--- src/rtl/gthe_pkg.sv ---
`timescale 1ns / 1ps
// ----------------------------------------------------------------------------
// gthe_pkg
// Shared types and constants of the GTP-U header encapsulator: register
// indexes, header field constants and the configuration bundle.
// ----------------------------------------------------------------------------
package gthe_pkg;

    // Configuration register indexes
    typedef enum logic [2:0] {
        REG_SOURCE_IP   = 3'd0,
        REG_DEST_IP     = 3'd1,
        REG_TUNNEL_ID   = 3'd2,
        REG_TUNNEL_PORT = 3'd3,
        REG_HOP_LIMIT   = 3'd4
    } reg_index_t;

    localparam int CFG_INDEX_W = 3;
    localparam int CFG_DATA_W  = 32;

    // Outer header geometry
    localparam int          HDR_BYTES = 50;
    localparam int          HDR_IDX_W = 6;
    localparam logic [15:0] LEN_LIMIT = 16'd65499;

    // Header field constants
    localparam logic [15:0] ETH_TYPE_IPV4 = 16'h0800;
    localparam logic [7:0]  IP_VER_IHL    = 8'h45;
    localparam logic [7:0]  IP_PROTO_UDP  = 8'd17;
    localparam logic [15:0] IP_LEN_ADJ    = 16'd36;
    localparam logic [15:0] UDP_LEN_ADJ   = 16'd16;
    localparam logic [7:0]  GTP_FLAGS     = 8'h30;
    localparam logic [7:0]  GTP_TYPE_TPDU = 8'hFF;

    // Register reset values
    localparam logic [31:0] RST_SOURCE_IP   = 32'h0A0A0A01;
    localparam logic [31:0] RST_DEST_IP     = 32'h0A0A0A02;
    localparam logic [31:0] RST_TUNNEL_ID   = 32'h11223344;
    localparam logic [15:0] RST_TUNNEL_PORT = 16'd2152;
    localparam logic [7:0]  RST_HOP_LIMIT   = 8'd64;

    // Width of the unfolded checksum sum (ten 16-bit words fit in 20 bits)
    localparam int SUM_W = 20;

    // Configuration bundle seen by the header generator
    typedef struct packed {
        logic [31:0] source_ip;
        logic [31:0] dest_ip;
        logic [31:0] tunnel_id;
        logic [15:0] tunnel_port;
        logic [7:0]  hop_limit;
    } cfg_t;

endpackage

--- src/rtl/gthe_ifs.sv ---
`timescale 1ns / 1ps
// ----------------------------------------------------------------------------
// gthe_ifs
// Valid/ready stream interfaces: inner payload bytes in, outer packet bytes
// out.
// ----------------------------------------------------------------------------
interface gthe_in_if;
    logic        valid;
    logic        ready;
    logic [7:0]  payload_byte;
    logic        payload_last;
    logic [15:0] inner_len;

    modport source (output valid, output payload_byte, output payload_last,
                    output inner_len, input ready);
    modport sink   (input valid, input payload_byte, input payload_last,
                    input inner_len, output ready);
endinterface

interface gthe_out_if;
    logic       valid;
    logic       ready;
    logic [7:0] out_byte;
    logic       run_last;
    logic       packet_end;
    logic       length_error;

    modport source (output valid, output out_byte, output run_last,
                    output packet_end, output length_error, input ready);
    modport sink   (input valid, input out_byte, input run_last,
                    input packet_end, input length_error, output ready);
endinterface

--- src/rtl/gtpu_header_encapsulator_top.sv ---
`timescale 1ns / 1ps
// ----------------------------------------------------------------------------
// gtpu_header_encapsulator_top
// GTP-U over IPv4/UDP encapsulator: prepends a 50-byte outer header to each
// inner packet and passes the inner bytes through.
// ----------------------------------------------------------------------------
// Inner bytes enter on the payload channel, one byte per beat, and leave on
// the frame channel. Payload bytes flow at one byte per cycle while the
// frame channel is ready; a packet's first byte holds the block while the
// header sequencer emits the 50 header beats and then that byte through the
// single output register, one beat per ready cycle. Unstalled, it takes a new
// inner byte in the same cycle that the previous one's last beat is loaded.
// inner_len is sampled only on the first byte of a packet; payload_last
// alone ends a packet. Lengths above 65499 wrap and raise length_error on
// every beat of that packet. Write configuration only while the block is idle.
// ----------------------------------------------------------------------------
module gtpu_header_encapsulator_top
    import gthe_pkg::*;
(
    input  logic                   clk,
    input  logic                   rst_n,
    input  logic                   cfg_we,
    input  logic [CFG_INDEX_W-1:0] cfg_index,
    input  logic [CFG_DATA_W-1:0]  cfg_wdata,
    gthe_in_if.sink                payload,
    gthe_out_if.source             frame
);

    cfg_t             cfg;
    logic [SUM_W-1:0] base_sum;
    logic [7:0]       hdr_byte;

    // Item register
    logic                 item_valid_reg;
    logic                 item_start_reg;
    logic                 item_err_reg;
    logic [7:0]           item_byte_reg;
    logic                 item_last_reg;
    logic [15:0]          item_len_reg;
    logic [HDR_IDX_W-1:0] hdr_idx_reg;
    logic [HDR_IDX_W-1:0] hdr_idx_next;

    // Packet state
    logic at_start_reg;
    logic pkt_err_reg;

    // Output register
    logic       out_valid_reg;
    logic [7:0] out_byte_reg;
    logic       out_run_last_reg;
    logic       out_packet_end_reg;
    logic       out_error_reg;

    logic load_ok;
    logic item_fire;
    logic item_final;
    logic in_fire;
    logic in_err;

    gthe_cfg_regs u_cfg (
        .clk       (clk),
        .rst_n     (rst_n),
        .cfg_we    (cfg_we),
        .cfg_index (cfg_index),
        .cfg_wdata (cfg_wdata),
        .cfg       (cfg),
        .base_sum  (base_sum)
    );

    gthe_hdr_gen u_hdr (
        .cfg       (cfg),
        .base_sum  (base_sum),
        .inner_len (item_len_reg),
        .hdr_idx   (hdr_idx_reg),
        .hdr_byte  (hdr_byte)
    );

    // Handshake and sequencing
    assign load_ok       = !out_valid_reg || frame.ready;
    assign item_fire     = item_valid_reg && load_ok;
    assign item_final    = !item_start_reg || (hdr_idx_reg == HDR_IDX_W'(HDR_BYTES));
    assign payload.ready = !item_valid_reg || (item_fire && item_final);
    assign in_fire       = payload.valid && payload.ready;
    assign in_err        = at_start_reg ? (payload.inner_len > LEN_LIMIT) : pkt_err_reg;

    // Advance the header offset, clear it when the item leaves
    always_comb
    begin
        hdr_idx_next = hdr_idx_reg;
        if (item_fire)
        begin
            if (item_final)
                hdr_idx_next = '0;
            else
                hdr_idx_next = hdr_idx_reg + 1'b1;
        end
    end

    // Item and packet control state
    always_ff @(posedge clk or negedge rst_n)
    begin
        if (!rst_n)
        begin
            item_valid_reg <= 1'b0;
            hdr_idx_reg    <= '0;
            at_start_reg   <= 1'b1;
            pkt_err_reg    <= 1'b0;
        end
        else
        begin
            hdr_idx_reg <= hdr_idx_next;
            if (in_fire)
            begin
                item_valid_reg <= 1'b1;
                at_start_reg   <= payload.payload_last;
                pkt_err_reg    <= in_err;
            end
            else if (item_fire && item_final)
            begin
                item_valid_reg <= 1'b0;
            end
        end
    end

    // Capture the accepted beat
    always_ff @(posedge clk)
    begin
        if (in_fire)
        begin
            item_start_reg <= at_start_reg;
            item_err_reg   <= in_err;
            item_byte_reg  <= payload.payload_byte;
            item_last_reg  <= payload.payload_last;
            item_len_reg   <= payload.inner_len;
        end
    end

    // Output valid
    always_ff @(posedge clk or negedge rst_n)
    begin
        if (!rst_n)
            out_valid_reg <= 1'b0;
        else if (load_ok)
            out_valid_reg <= item_valid_reg;
    end

    // Output payload: header byte or the inner byte itself
    always_ff @(posedge clk)
    begin
        if (item_fire)
        begin
            out_byte_reg       <= item_final ? item_byte_reg : hdr_byte;
            out_run_last_reg   <= item_final;
            out_packet_end_reg <= item_final && item_last_reg;
            out_error_reg      <= item_err_reg;
        end
    end

    assign frame.valid        = out_valid_reg;
    assign frame.out_byte     = out_byte_reg;
    assign frame.run_last     = out_run_last_reg;
    assign frame.packet_end   = out_packet_end_reg;
    assign frame.length_error = out_error_reg;

    // Header offset never passes 50 and only runs for a starting item
    a_idx_range: assert property (@(posedge clk) disable iff (!rst_n)
        hdr_idx_reg <= HDR_IDX_W'(HDR_BYTES))
        else $error("header offset out of range");

    a_idx_owner: assert property (@(posedge clk) disable iff (!rst_n)
        (hdr_idx_reg != '0) |-> (item_valid_reg && item_start_reg))
        else $error("header offset advanced without a starting item");

    // A packet start first loads a header beat, never the inner byte
    a_hdr_first: assert property (@(posedge clk) disable iff (!rst_n)
        (item_fire && item_start_reg && hdr_idx_reg == '0)
        |=> (out_valid_reg && !out_run_last_reg && !out_packet_end_reg))
        else $error("inner byte sent before header");

    a_end_is_last: assert property (@(posedge clk) disable iff (!rst_n)
        (out_valid_reg && out_packet_end_reg) |-> out_run_last_reg)
        else $error("packet end on a header beat");

endmodule

--- src/rtl/gthe_cfg_regs.sv ---
`timescale 1ns / 1ps
// ----------------------------------------------------------------------------
// gthe_cfg_regs
// Configuration register file and the registered partial IPv4 checksum sum
// over the header words that depend on configuration only.
// ----------------------------------------------------------------------------
module gthe_cfg_regs
    import gthe_pkg::*;
(
    input  logic                   clk,
    input  logic                   rst_n,
    input  logic                   cfg_we,
    input  logic [CFG_INDEX_W-1:0] cfg_index,
    input  logic [CFG_DATA_W-1:0]  cfg_wdata,
    output cfg_t                   cfg,
    output logic [SUM_W-1:0]       base_sum
);

    cfg_t             cfg_reg;
    logic [SUM_W-1:0] base_sum_reg;
    logic [SUM_W-1:0] base_sum_next;

    // Write one register per beat; unknown indexes are dropped
    always_ff @(posedge clk or negedge rst_n)
    begin
        if (!rst_n)
        begin
            cfg_reg.source_ip   <= RST_SOURCE_IP;
            cfg_reg.dest_ip     <= RST_DEST_IP;
            cfg_reg.tunnel_id   <= RST_TUNNEL_ID;
            cfg_reg.tunnel_port <= RST_TUNNEL_PORT;
            cfg_reg.hop_limit   <= RST_HOP_LIMIT;
        end
        else if (cfg_we)
        begin
            case (reg_index_t'(cfg_index))
                REG_SOURCE_IP:   cfg_reg.source_ip   <= cfg_wdata;
                REG_DEST_IP:     cfg_reg.dest_ip     <= cfg_wdata;
                REG_TUNNEL_ID:   cfg_reg.tunnel_id   <= cfg_wdata;
                REG_TUNNEL_PORT: cfg_reg.tunnel_port <= cfg_wdata[15:0];
                REG_HOP_LIMIT:   cfg_reg.hop_limit   <= cfg_wdata[7:0];
                default:         ;
            endcase
        end
    end

    // Sum the fixed and configured header words (version, TTL/protocol, addresses)
    always_comb
    begin
        base_sum_next = SUM_W'({IP_VER_IHL, 8'h00})
                      + SUM_W'({cfg_reg.hop_limit, IP_PROTO_UDP})
                      + SUM_W'(cfg_reg.source_ip[31:16])
                      + SUM_W'(cfg_reg.source_ip[15:0])
                      + SUM_W'(cfg_reg.dest_ip[31:16])
                      + SUM_W'(cfg_reg.dest_ip[15:0]);
    end

    always_ff @(posedge clk)
    begin
        base_sum_reg <= base_sum_next;
    end

    assign cfg      = cfg_reg;
    assign base_sum = base_sum_reg;

endmodule

--- src/rtl/gthe_hdr_gen.sv ---
`timescale 1ns / 1ps
// ----------------------------------------------------------------------------
// gthe_hdr_gen
// Selects one byte of the 50-byte Ethernet/IPv4/UDP/GTP-U outer header by
// its offset, deriving lengths and the folded IPv4 checksum.
// ----------------------------------------------------------------------------
module gthe_hdr_gen
    import gthe_pkg::*;
(
    input  cfg_t                 cfg,
    input  logic [SUM_W-1:0]     base_sum,
    input  logic [15:0]          inner_len,
    input  logic [HDR_IDX_W-1:0] hdr_idx,
    output logic [7:0]           hdr_byte
);

    logic [15:0]      ip_len;
    logic [15:0]      udp_len;
    logic [SUM_W-1:0] full_sum;
    logic [16:0]      fold1;
    logic [16:0]      fold2;
    logic [15:0]      ip_csum;

    // Lengths wrap modulo 2^16
    assign ip_len  = inner_len + IP_LEN_ADJ;
    assign udp_len = inner_len + UDP_LEN_ADJ;

    // Add total length, fold carries twice, complement
    always_comb
    begin
        full_sum = base_sum + SUM_W'(ip_len);
        fold1    = 17'(full_sum[15:0]) + 17'(full_sum[SUM_W-1:16]);
        fold2    = 17'(fold1[15:0]) + 17'(fold1[16]);
        ip_csum  = ~fold2[15:0];
    end

    // Byte mux over header offsets; MAC addresses and unset fields are zero
    always_comb
    begin
        case (hdr_idx)
            6'd12:   hdr_byte = ETH_TYPE_IPV4[15:8];
            6'd13:   hdr_byte = ETH_TYPE_IPV4[7:0];
            6'd14:   hdr_byte = IP_VER_IHL;
            6'd16:   hdr_byte = ip_len[15:8];
            6'd17:   hdr_byte = ip_len[7:0];
            6'd22:   hdr_byte = cfg.hop_limit;
            6'd23:   hdr_byte = IP_PROTO_UDP;
            6'd24:   hdr_byte = ip_csum[15:8];
            6'd25:   hdr_byte = ip_csum[7:0];
            6'd26:   hdr_byte = cfg.source_ip[31:24];
            6'd27:   hdr_byte = cfg.source_ip[23:16];
            6'd28:   hdr_byte = cfg.source_ip[15:8];
            6'd29:   hdr_byte = cfg.source_ip[7:0];
            6'd30:   hdr_byte = cfg.dest_ip[31:24];
            6'd31:   hdr_byte = cfg.dest_ip[23:16];
            6'd32:   hdr_byte = cfg.dest_ip[15:8];
            6'd33:   hdr_byte = cfg.dest_ip[7:0];
            6'd34:   hdr_byte = cfg.tunnel_port[15:8];
            6'd35:   hdr_byte = cfg.tunnel_port[7:0];
            6'd36:   hdr_byte = cfg.tunnel_port[15:8];
            6'd37:   hdr_byte = cfg.tunnel_port[7:0];
            6'd38:   hdr_byte = udp_len[15:8];
            6'd39:   hdr_byte = udp_len[7:0];
            6'd42:   hdr_byte = GTP_FLAGS;
            6'd43:   hdr_byte = GTP_TYPE_TPDU;
            6'd44:   hdr_byte = inner_len[15:8];
            6'd45:   hdr_byte = inner_len[7:0];
            6'd46:   hdr_byte = cfg.tunnel_id[31:24];
            6'd47:   hdr_byte = cfg.tunnel_id[23:16];
            6'd48:   hdr_byte = cfg.tunnel_id[15:8];
            6'd49:   hdr_byte = cfg.tunnel_id[7:0];
            default: hdr_byte = 8'h00;
        endcase
    end

endmodule

--- src/flat_wrapper.sv ---
// flat-port wrapper written by rule: the top's interface ports become plain ports
module gtpu_header_encapsulator_top_flat import gthe_pkg::*;
  (clk, rst_n, cfg_we, cfg_index, cfg_wdata, payload_valid, payload_payload_byte, payload_payload_last, payload_inner_len, payload_ready, frame_valid, frame_out_byte, frame_run_last, frame_packet_end, frame_length_error, frame_ready);
  gthe_in_if payload_i ();
  gthe_out_if frame_i ();
  input  logic clk;
  input  logic rst_n;
  input  logic cfg_we;
  input  logic [CFG_INDEX_W-1:0] cfg_index;
  input  logic [CFG_DATA_W-1:0] cfg_wdata;
  input wire logic [$bits(payload_i.valid)-1:0] payload_valid;
  input wire logic [$bits(payload_i.payload_byte)-1:0] payload_payload_byte;
  input wire logic [$bits(payload_i.payload_last)-1:0] payload_payload_last;
  input wire logic [$bits(payload_i.inner_len)-1:0] payload_inner_len;
  output wire logic [$bits(payload_i.ready)-1:0] payload_ready;
  output wire logic [$bits(frame_i.valid)-1:0] frame_valid;
  output wire logic [$bits(frame_i.out_byte)-1:0] frame_out_byte;
  output wire logic [$bits(frame_i.run_last)-1:0] frame_run_last;
  output wire logic [$bits(frame_i.packet_end)-1:0] frame_packet_end;
  output wire logic [$bits(frame_i.length_error)-1:0] frame_length_error;
  input wire logic [$bits(frame_i.ready)-1:0] frame_ready;
  assign payload_i.valid = payload_valid;
  assign payload_i.payload_byte = payload_payload_byte;
  assign payload_i.payload_last = payload_payload_last;
  assign payload_i.inner_len = payload_inner_len;
  assign payload_ready = payload_i.ready;
  assign frame_valid = frame_i.valid;
  assign frame_out_byte = frame_i.out_byte;
  assign frame_run_last = frame_i.run_last;
  assign frame_packet_end = frame_i.packet_end;
  assign frame_length_error = frame_i.length_error;
  assign frame_i.ready = frame_ready;
  gtpu_header_encapsulator_top u_core (.clk(clk), .rst_n(rst_n), .cfg_we(cfg_we), .cfg_index(cfg_index), .cfg_wdata(cfg_wdata), .payload(payload_i), .frame(frame_i));
endmodule
--- config.mk ---
export PLATFORM = sky130hd
export DESIGN_NAME = gtpu_header_encapsulator_top_flat
export DESIGN_NICKNAME = d
export VERILOG_FILES = /design/src/rtl/gthe_pkg.sv /design/src/rtl/gthe_ifs.sv /design/src/rtl/gtpu_header_encapsulator_top.sv /design/src/rtl/gthe_cfg_regs.sv /design/src/rtl/gthe_hdr_gen.sv /design/src/flat_wrapper.sv
export SDC_FILE = /design/constraint.sdc
export NUM_CORES = 1
export LEC_CHECK = 0
export BUFFER_PORTS_ARGS = -buffer_cell sky130_fd_sc_hd__clkbuf_2
export CORE_MARGIN = 2
export CORE_UTILIZATION = 29
export DETAILED_ROUTE_END_ITERATION = 16
export SETUP_SLACK_MARGIN = 0.2
export SYNTH_ARGS = -nofsm -noshare
export SYNTH_HDL_FRONTEND = slang
export SYNTH_SLANG_ARGS = --single-unit
--- constraint.sdc ---
create_clock -name clk -period 8.4 [get_ports clk]
set_input_delay 0.84 -clock clk [delete_from_list [all_inputs] [get_ports clk]]
set_output_delay 0.84 -clock clk [all_outputs]
set_load 0.02 [all_outputs]
; ---- Word-level counts from Yosys, hierarchy flattened
; Cells that the tools add are included.
[totals]
ff_bits = 188
n_memories = 0
mem_bits_rw = 0
elab_cells = 93
out_inout_bits = 13
romBits = 0
in_bits = 65
latchBits = 0
[op_classes]
mux = 6
bitwise_logic = 1
mul = 0
n_lt_le_gt_ge = 1
n_reduce_logical = 19
n_addsub = 11
div_mod_pow = 0
eq_ne = 35
shifts = 0
[ops]
columns = operator, n
row1 = case mux 8 bit (28 select lines), 1
row2 = equality test 6 bit (second input constant), 17
row3 = equality test 6 x 5 -> 1 bit (second input constant), 12
row4 = adder 20 x 16 -> 20 bit, 2
row5 = adder 19 x 16 -> 20 bit, 1
row6 = adder 18 x 16 -> 19 bit, 1
row7 = adder 17 x 16 -> 18 bit, 1
row8 = adder 15 x 16 -> 17 bit (first input constant), 1
row9 = adder 16 x 4 -> 17 bit, 1
row10 = adder 16 x 1 -> 16 bit, 1
row11 = adder 16 x 5 -> 16 bit (second input constant), 1
row12 = adder 16 x 6 -> 16 bit (second input constant), 1
row13 = > comparator 16 bit (second input constant), 1
row14 = NOT 16 bit, 1
row15 = equality test 6 x 4 -> 1 bit (second input constant), 2
row16 = AND reduction 2 bit, 5
row17 = 2-to-1 mux 8 bit, 1
row18 = adder 6 x 1 -> 6 bit (second input constant), 1
row19 = equality test 3 x 2 -> 1 bit (second input constant), 2
row20 = 2-to-1 mux 6 bit, 1
row21 = logical AND 1 bit, 4
row22 = OR reduction 2 bit, 2
row23 = equality test 3 x 1 -> 1 bit (second input constant), 1
row24 = equality test 3 bit (second input constant), 1
row25 = 5 further kinds, 11

; ---- Logic depth before layout (Yosys ltp)
[logic_depth]
depth_word = 7
ltp_mapped = 31
mapped_depth_nobuf = 31

; ---- Modules after synthesis
; Synthesis repeated with hierarchy kept, for this count alone.
[hier_totals]
hier_cells = 1204
hier_area_um2 = 12234.2
[modules_own_cells]
columns = module, seq_area_each_um2, instances, area_each_um2, cells_each
row1 = gthe_cfg_regs, 3419.5, 1, 7068.0, 620
row2 = gthe_hdr_gen, 0.0, 1, 3345.7, 479
row3 = gtpu_header_encapsulator_top, 1392.6, 1, 1820.5, 105

; ---- Worst setup path after synthesis
; No wires, ideal clock.
[synth_timing]
path_kind = register -> register
startpoint = register u_core.item_len_reg[4]
endpoint = register u_core.out_byte_reg[7], in the netlist u_core.frame.out_byte[7] (data pin)
stages_incl_launch_ff = 29
path_buffers = 1
period_less_slack_ps = 6483
arrival_time_ps = 6347
setup_ps = 135
setup_slack_ps = 1917
t_required_ps = 8265
path_cell_list = edfxtp_1 and3_1 o21ai_0 xnor2_1 ha_1 buf_6 o21ai_0 o21bai_1 a221o_1 a311o_1 a21oi_1 nor2b_1 o21ai_0 xnor2_1 fa_1 a21o_1 a21o_2 and3_2 nand3_2 nor3_1 and3_1 ha_1 nand3_1 or3_1 a211oi_2 o21a_2 o2111ai_1 or4_1 nand3_1
[synth_between]
elab_chain_cells = 7
word_cells_on_any_way = 8
classes_between = add/sub: 5 / mux: 2 / bitwise: 1
[synth_rtl]
columns = item, line
row1 = "start, declared", gtpu_header_encapsulator_top.sv:39  ; logic [15:0] item_len_reg;
row2 = "start signal, assigned", gtpu_header_encapsulator_top.sv:134  ; item_len_reg <= payload.inner_len;
row3 = adder 16 x 6 -> 16 bit, gthe_hdr_gen.sv:25  ; assign ip_len = inner_len + IP_LEN_ADJ;
row4 = adder 20 x 16 -> 20 bit, gthe_hdr_gen.sv:31  ; full_sum = base_sum + SUM_W'(ip_len);
row5 = adder 16 x 4 -> 17 bit, gthe_hdr_gen.sv:32  ; fold1 = 17'(full_sum[15:0]) + 17'(full_sum[SUM_W-1:16]);
row6 = adder 16 x 1 -> 16 bit, gthe_hdr_gen.sv:33  ; fold2 = 17'(fold1[15:0]) + 17'(fold1[16]);
row7 = NOT 16 bit, gthe_hdr_gen.sv:34  ; ip_csum = ~fold2[15:0];
row8 = case mux 8 bit (28 select lines) *, gthe_hdr_gen.sv:40  ; case (hdr_idx)
row9 = 2-to-1 mux 8 bit *, gtpu_header_encapsulator_top.sv:152  ; out_byte_reg <= item_final ? item_byte_reg : hdr_byte;
row10 = "end signal, assigned", gtpu_header_encapsulator_top.sv:152
row11 = "end, declared", gtpu_header_encapsulator_top.sv:49  ; logic [7:0] out_byte_reg;
; Mark *: on every way between the ends. The rest lies on a longest branch, timed or not.
; A chain may end at the register's enable or synchronous reset.

; ---- Worst setup path after layout
[layout_timing]
startpoint = register u_core.item_len_reg[4]
endpoint = register u_core.out_byte_reg[6], in the netlist u_core.frame.out_byte[6] (data pin)
; Same word-level chain as after synthesis.

==> out/results.txt <==
The run finished with clean final reports. Clock tree synthesis inserted a total of 17 buffers. For this run, design rule violations remaining after detail routing come to 0. The count of nets left with antenna violations once routing finished came out at 0. At the later pin of the worst-skew pair, clock insertion delay measures 470 ps.

The data arrival time of the critical path was 7680 ps; the final total power was 5.55 mW. With fillers left out, the area of the finished cells amounts to 13500 um^2. In this run, post-CTS repair resized a total of 0 instances. The worst hold path begins at u_core.item_err_reg. The clock tree synthesis step divided the H-tree into 4 levels. The logs give 4810 um^2 for the sequential cell area in the final layout and 0.249 for the share of total power in sequential cells.

The fraction of synthesis flops using an asynchronous set or reset pin is 0.695, and the post-layout utilization of the core is 0.332. The worst register-to-register path begins at u_core.item_len_reg[4]. The worst hold path terminates at u_core.frame.length_error.

At the pin with the least slew margin, the transition time is 1180 ps. After the first detailed-routing iteration, the DRC count stood at 816. The logs give 0 ps for the final sum of negative setup slack and 0 for the final-report hold violation count. The number of antenna violations at the first check in global routing was 0.

The fraction of final layout cells with drive strength greater than 1 is 0.259. The largest area contributor in the synthesized netlist was dfrtp_1. The tools report the fraction of power consumed by combinational cells as 0.601.

The share of the synthesized area in the top cell type is 0.209, and the count of warnings emitted by yosys is 0. First-pass detailed-route iteration total: 6. Internal power comes to 3.03 mW. For the total routing usage reported by global routing, the log shows 0.182. The register with the most flip-flops in the layout has 120 of them.

The number of fillers in the final layout is 4150, and the clock network fraction of total power is 0.150. Most common flop cell mapped by yosys: dfrtp_1. Among all stages on the critical path, the largest delay is contributed by nor3_1. The logs give 1317 for the number of nets in the layout and 0.205 for the headroom to the max-slew limit. The clock sink count came out at 187. The critical path is of the reg2reg type. The number of flops mapped to enable cells by yosys was 38; the simple-gate share of the synthesized area was 0.115.

Compound-gate portion of the synthesized area: 0.159. Clock-pin slew was measured on the worst setup and hold paths at 80 ps. The clock root buffer is clkbuf_16. The worst setup path is launched from a register. Detailed routing inserted a total of 9281 vias. The tools report the post-synth net total as 1249. The maximum ir drop on the vdd rail came out at 0.331 mV. Routability-driven placement finished with a final weighted congestion of 0.976. The tools report the sum of overflow across all layers after global routing as 0. Hold repair after CTS inserted 0 buffers.

The routed wirelength normalized by instance count is 23.1 um, and the detailed-route wire length is 39.0 mm. The mean area per synthesized cell was 11.1 um^2; the maximum clock skew at final layout was 18.6 ps. Share of cell area taken by muxes after synthesis: 0.107. The via count of the first global-routing pass was 9132; the XOR/XNOR share of the synthesized area was 0.0528. The count of buffers added by post-CTS timing repair for setup was 0; the effective utilization at floorplan was 0.294.

In this run the vertical extent of the chip is 207 um. Terminus of the critical flop-to-flop path: u_core.frame.out_byte[6]. The net switching share of the total power was 0.454; the timing-limited maximum frequency was 134 MHz. Entering global routing, the biggest net connects 67 pins. The floorplan step defined a die boundary enclosing 42900 um^2. The cell with the most instances after synthesis is mux2_2.

The number of synthesized register bits works out to 187. The maximum clock insertion buffer count is 2. The tool flagged a number of max-cap violations equal to 0. The netlist uses 90 different library cells. The netlist area before placement came out at 12000 um^2.

The ratio of final minimum period to clock period is 0.891, and the leakage dissipation is 5.45 nW. In this run the cell area measured after placement is 13000 um^2. The post-synthesis share of cell area spent on full adders, half adders and majority gates came out at 0.136. The final number of max-transition violations came out at 0.

The largest family of logic cells by synthesized area is compound AO/OA/AOI/OAI gates. The power per standard cell area came out at 410 nW/um^2. After layout, the minimum clock period comes to 7480 ps. From synthesis to final layout, the design area changed by 13.2%. The run gives 6860 um^2 as the area of the multi-input gates. Setup repair after global routing left no endpoint under its margin.

Using the TritonRoute via totals, the vias-per-cell ratio works out to 5.49. Measured in cells, the most critical reg-to-reg path has a length of 28. After synthesis, the cell types taking the most area are dfrtp_1 21%, mux2_2 11%, edfxtp_1 9.5%. The number of diodes is 0, and the x dimension of the die is 207 um. The worst hold path was traced through 0 stages.

For flop-to-flop paths, the worst setup slack is 920 ps. The tools report the share of the yosys chip area belonging to registers as 0.402. The row count is 74. After synthesis, the most frequently instantiated cells are 113 x mux2_2, 100 x dfrtp_1, 73 x nand2_1. The worst setup path is captured at a register. The wire-length estimate of the detail-placed layout is 30.1 mm.

The number of buffer cells added on primary ports is 77, and the net switching power of the design is 2.52 mW. TritonCTS built the clock tree. Of all nets on the critical path, the largest fanout is 10. At the worst endpoint, the required time is 8590 ps. The total area inside the core boundary comes to 40700 um^2. The logs give 1079 for the cell count after synthesis and 58.8 mm for the wire length of the first global-routing pass. Setup violations remaining at the end of the flow were counted as 0. The worst hold path belongs to the class reg2reg.

78 I/O pins were placed. On the worst path, the slowest cell contributes a delay of 530 ps.
==> per-layer routing <==
layer  vias to the layer above  share of wire  global-route usage
met5                         -              0                   0
met4                         0          0.027              0.0596
met3                        69          0.080              0.0497
met2                       387           0.43               0.270
met1                      4658           0.46               0.256
li1                       4167              -                   -
==> power by group through the flow <==
| stage | Clock [mW] | Sequential (mW) | Combinational (mW) |
|---|---|---|---|
| after detailed placement | 0 | 1.40 | 3.29 |
| final | 0.830 | 1.38 | 3.33 |
| after global routing | 0.881 | 1.41 | 3.66 |
| after floorplan | 0 | 1.31 | 2.47 |
| after CTS | 0.846 | 1.38 | 3.31 |
| after global placement | 0 | 1.40 | 3.25 |
==> worst max-delay path by stage <==
stage / slack [ps] / endpoint / cells past startpoint / from
2_1_floorplan: 1920 / u_core.frame.out_byte[7] / 28 / u_core.item_len_reg[4]
3_3_place_gp: 1290 / u_core.frame.out_byte[7] / 27 / u_core.item_len_reg[4]
3_5_place_dp: 1080 / u_core.frame.out_byte[7] / 27 / u_core.item_len_reg[4]
4_1_cts: 980 / u_core.frame.out_byte[7] / 27 / u_core.item_len_reg[4]
5_1_grt: 400 / u_core.frame.out_byte[6] / 28 / u_core.item_len_reg[4]
6_report: 920 / u_core.frame.out_byte[6] / 28 / u_core.item_len_reg[4]
==> kinds of logic after synthesis <==
| logic type | count (synthesis) |
|---|---|
| compound gates | 260 |
| xor+xnor | 67 |
| fa+ha+maj | 105 |
| buf+inv | 78 |
| flops | 187 |
| mux | 114 |
| simple gates | 268 |
==> cells in the final DEF (no fill, tap or decap), types with 17 or more instances in the layout <==
cell and count:
xnor2_1 44, ha_1 63, a221oi_1 22, nand2_1 73, dfrtp_1 100, clkbuf_16 17, fa_1 42, nand4_1 17
dfstp_2 30, nand3_1 36, mux2_2 113, clkbuf_2 76, dfxtp_1 19, xor2_1 20, edfxtp_1 38, o21ai_0 52
a21oi_1 37, a22oi_1 27, nor2_1 42, inv_1 39
==> worst max-delay path: cells and delay by family (launching register included) <==
kind,cells,cell delay [ps]
adder cells (fa/ha/maj),4,1040
AO/OA/AOI/OAI,13,3100
flip-flops,1,510
AND/OR/NAND/NOR,8,1890
XOR/XNOR,3,670
==> final cells by class <==
class                      count  share of cell area
sequential                   187               0.355
clock inverter                15              0.0124
tap                          532              0.0491
multi-input combinational    814               0.506
clock buffer                  17              0.0314
inverter                      39              0.0108
timing repair buffer          88              0.0347
==> through the flow <==
step | setup slack (ps) | hold slack [ps] | cells
floorplan | 1920 | 400 | 1079
CTS | 977 | 433 | 1692
global route | 398 | 453 | 1692
finish | 916 | 428 | 1692
global placement | 1290 | 408 | 1660
detailed placement | 1080 | 416 | 1660
No activity file was read; power rests on OpenSTA's default activity.
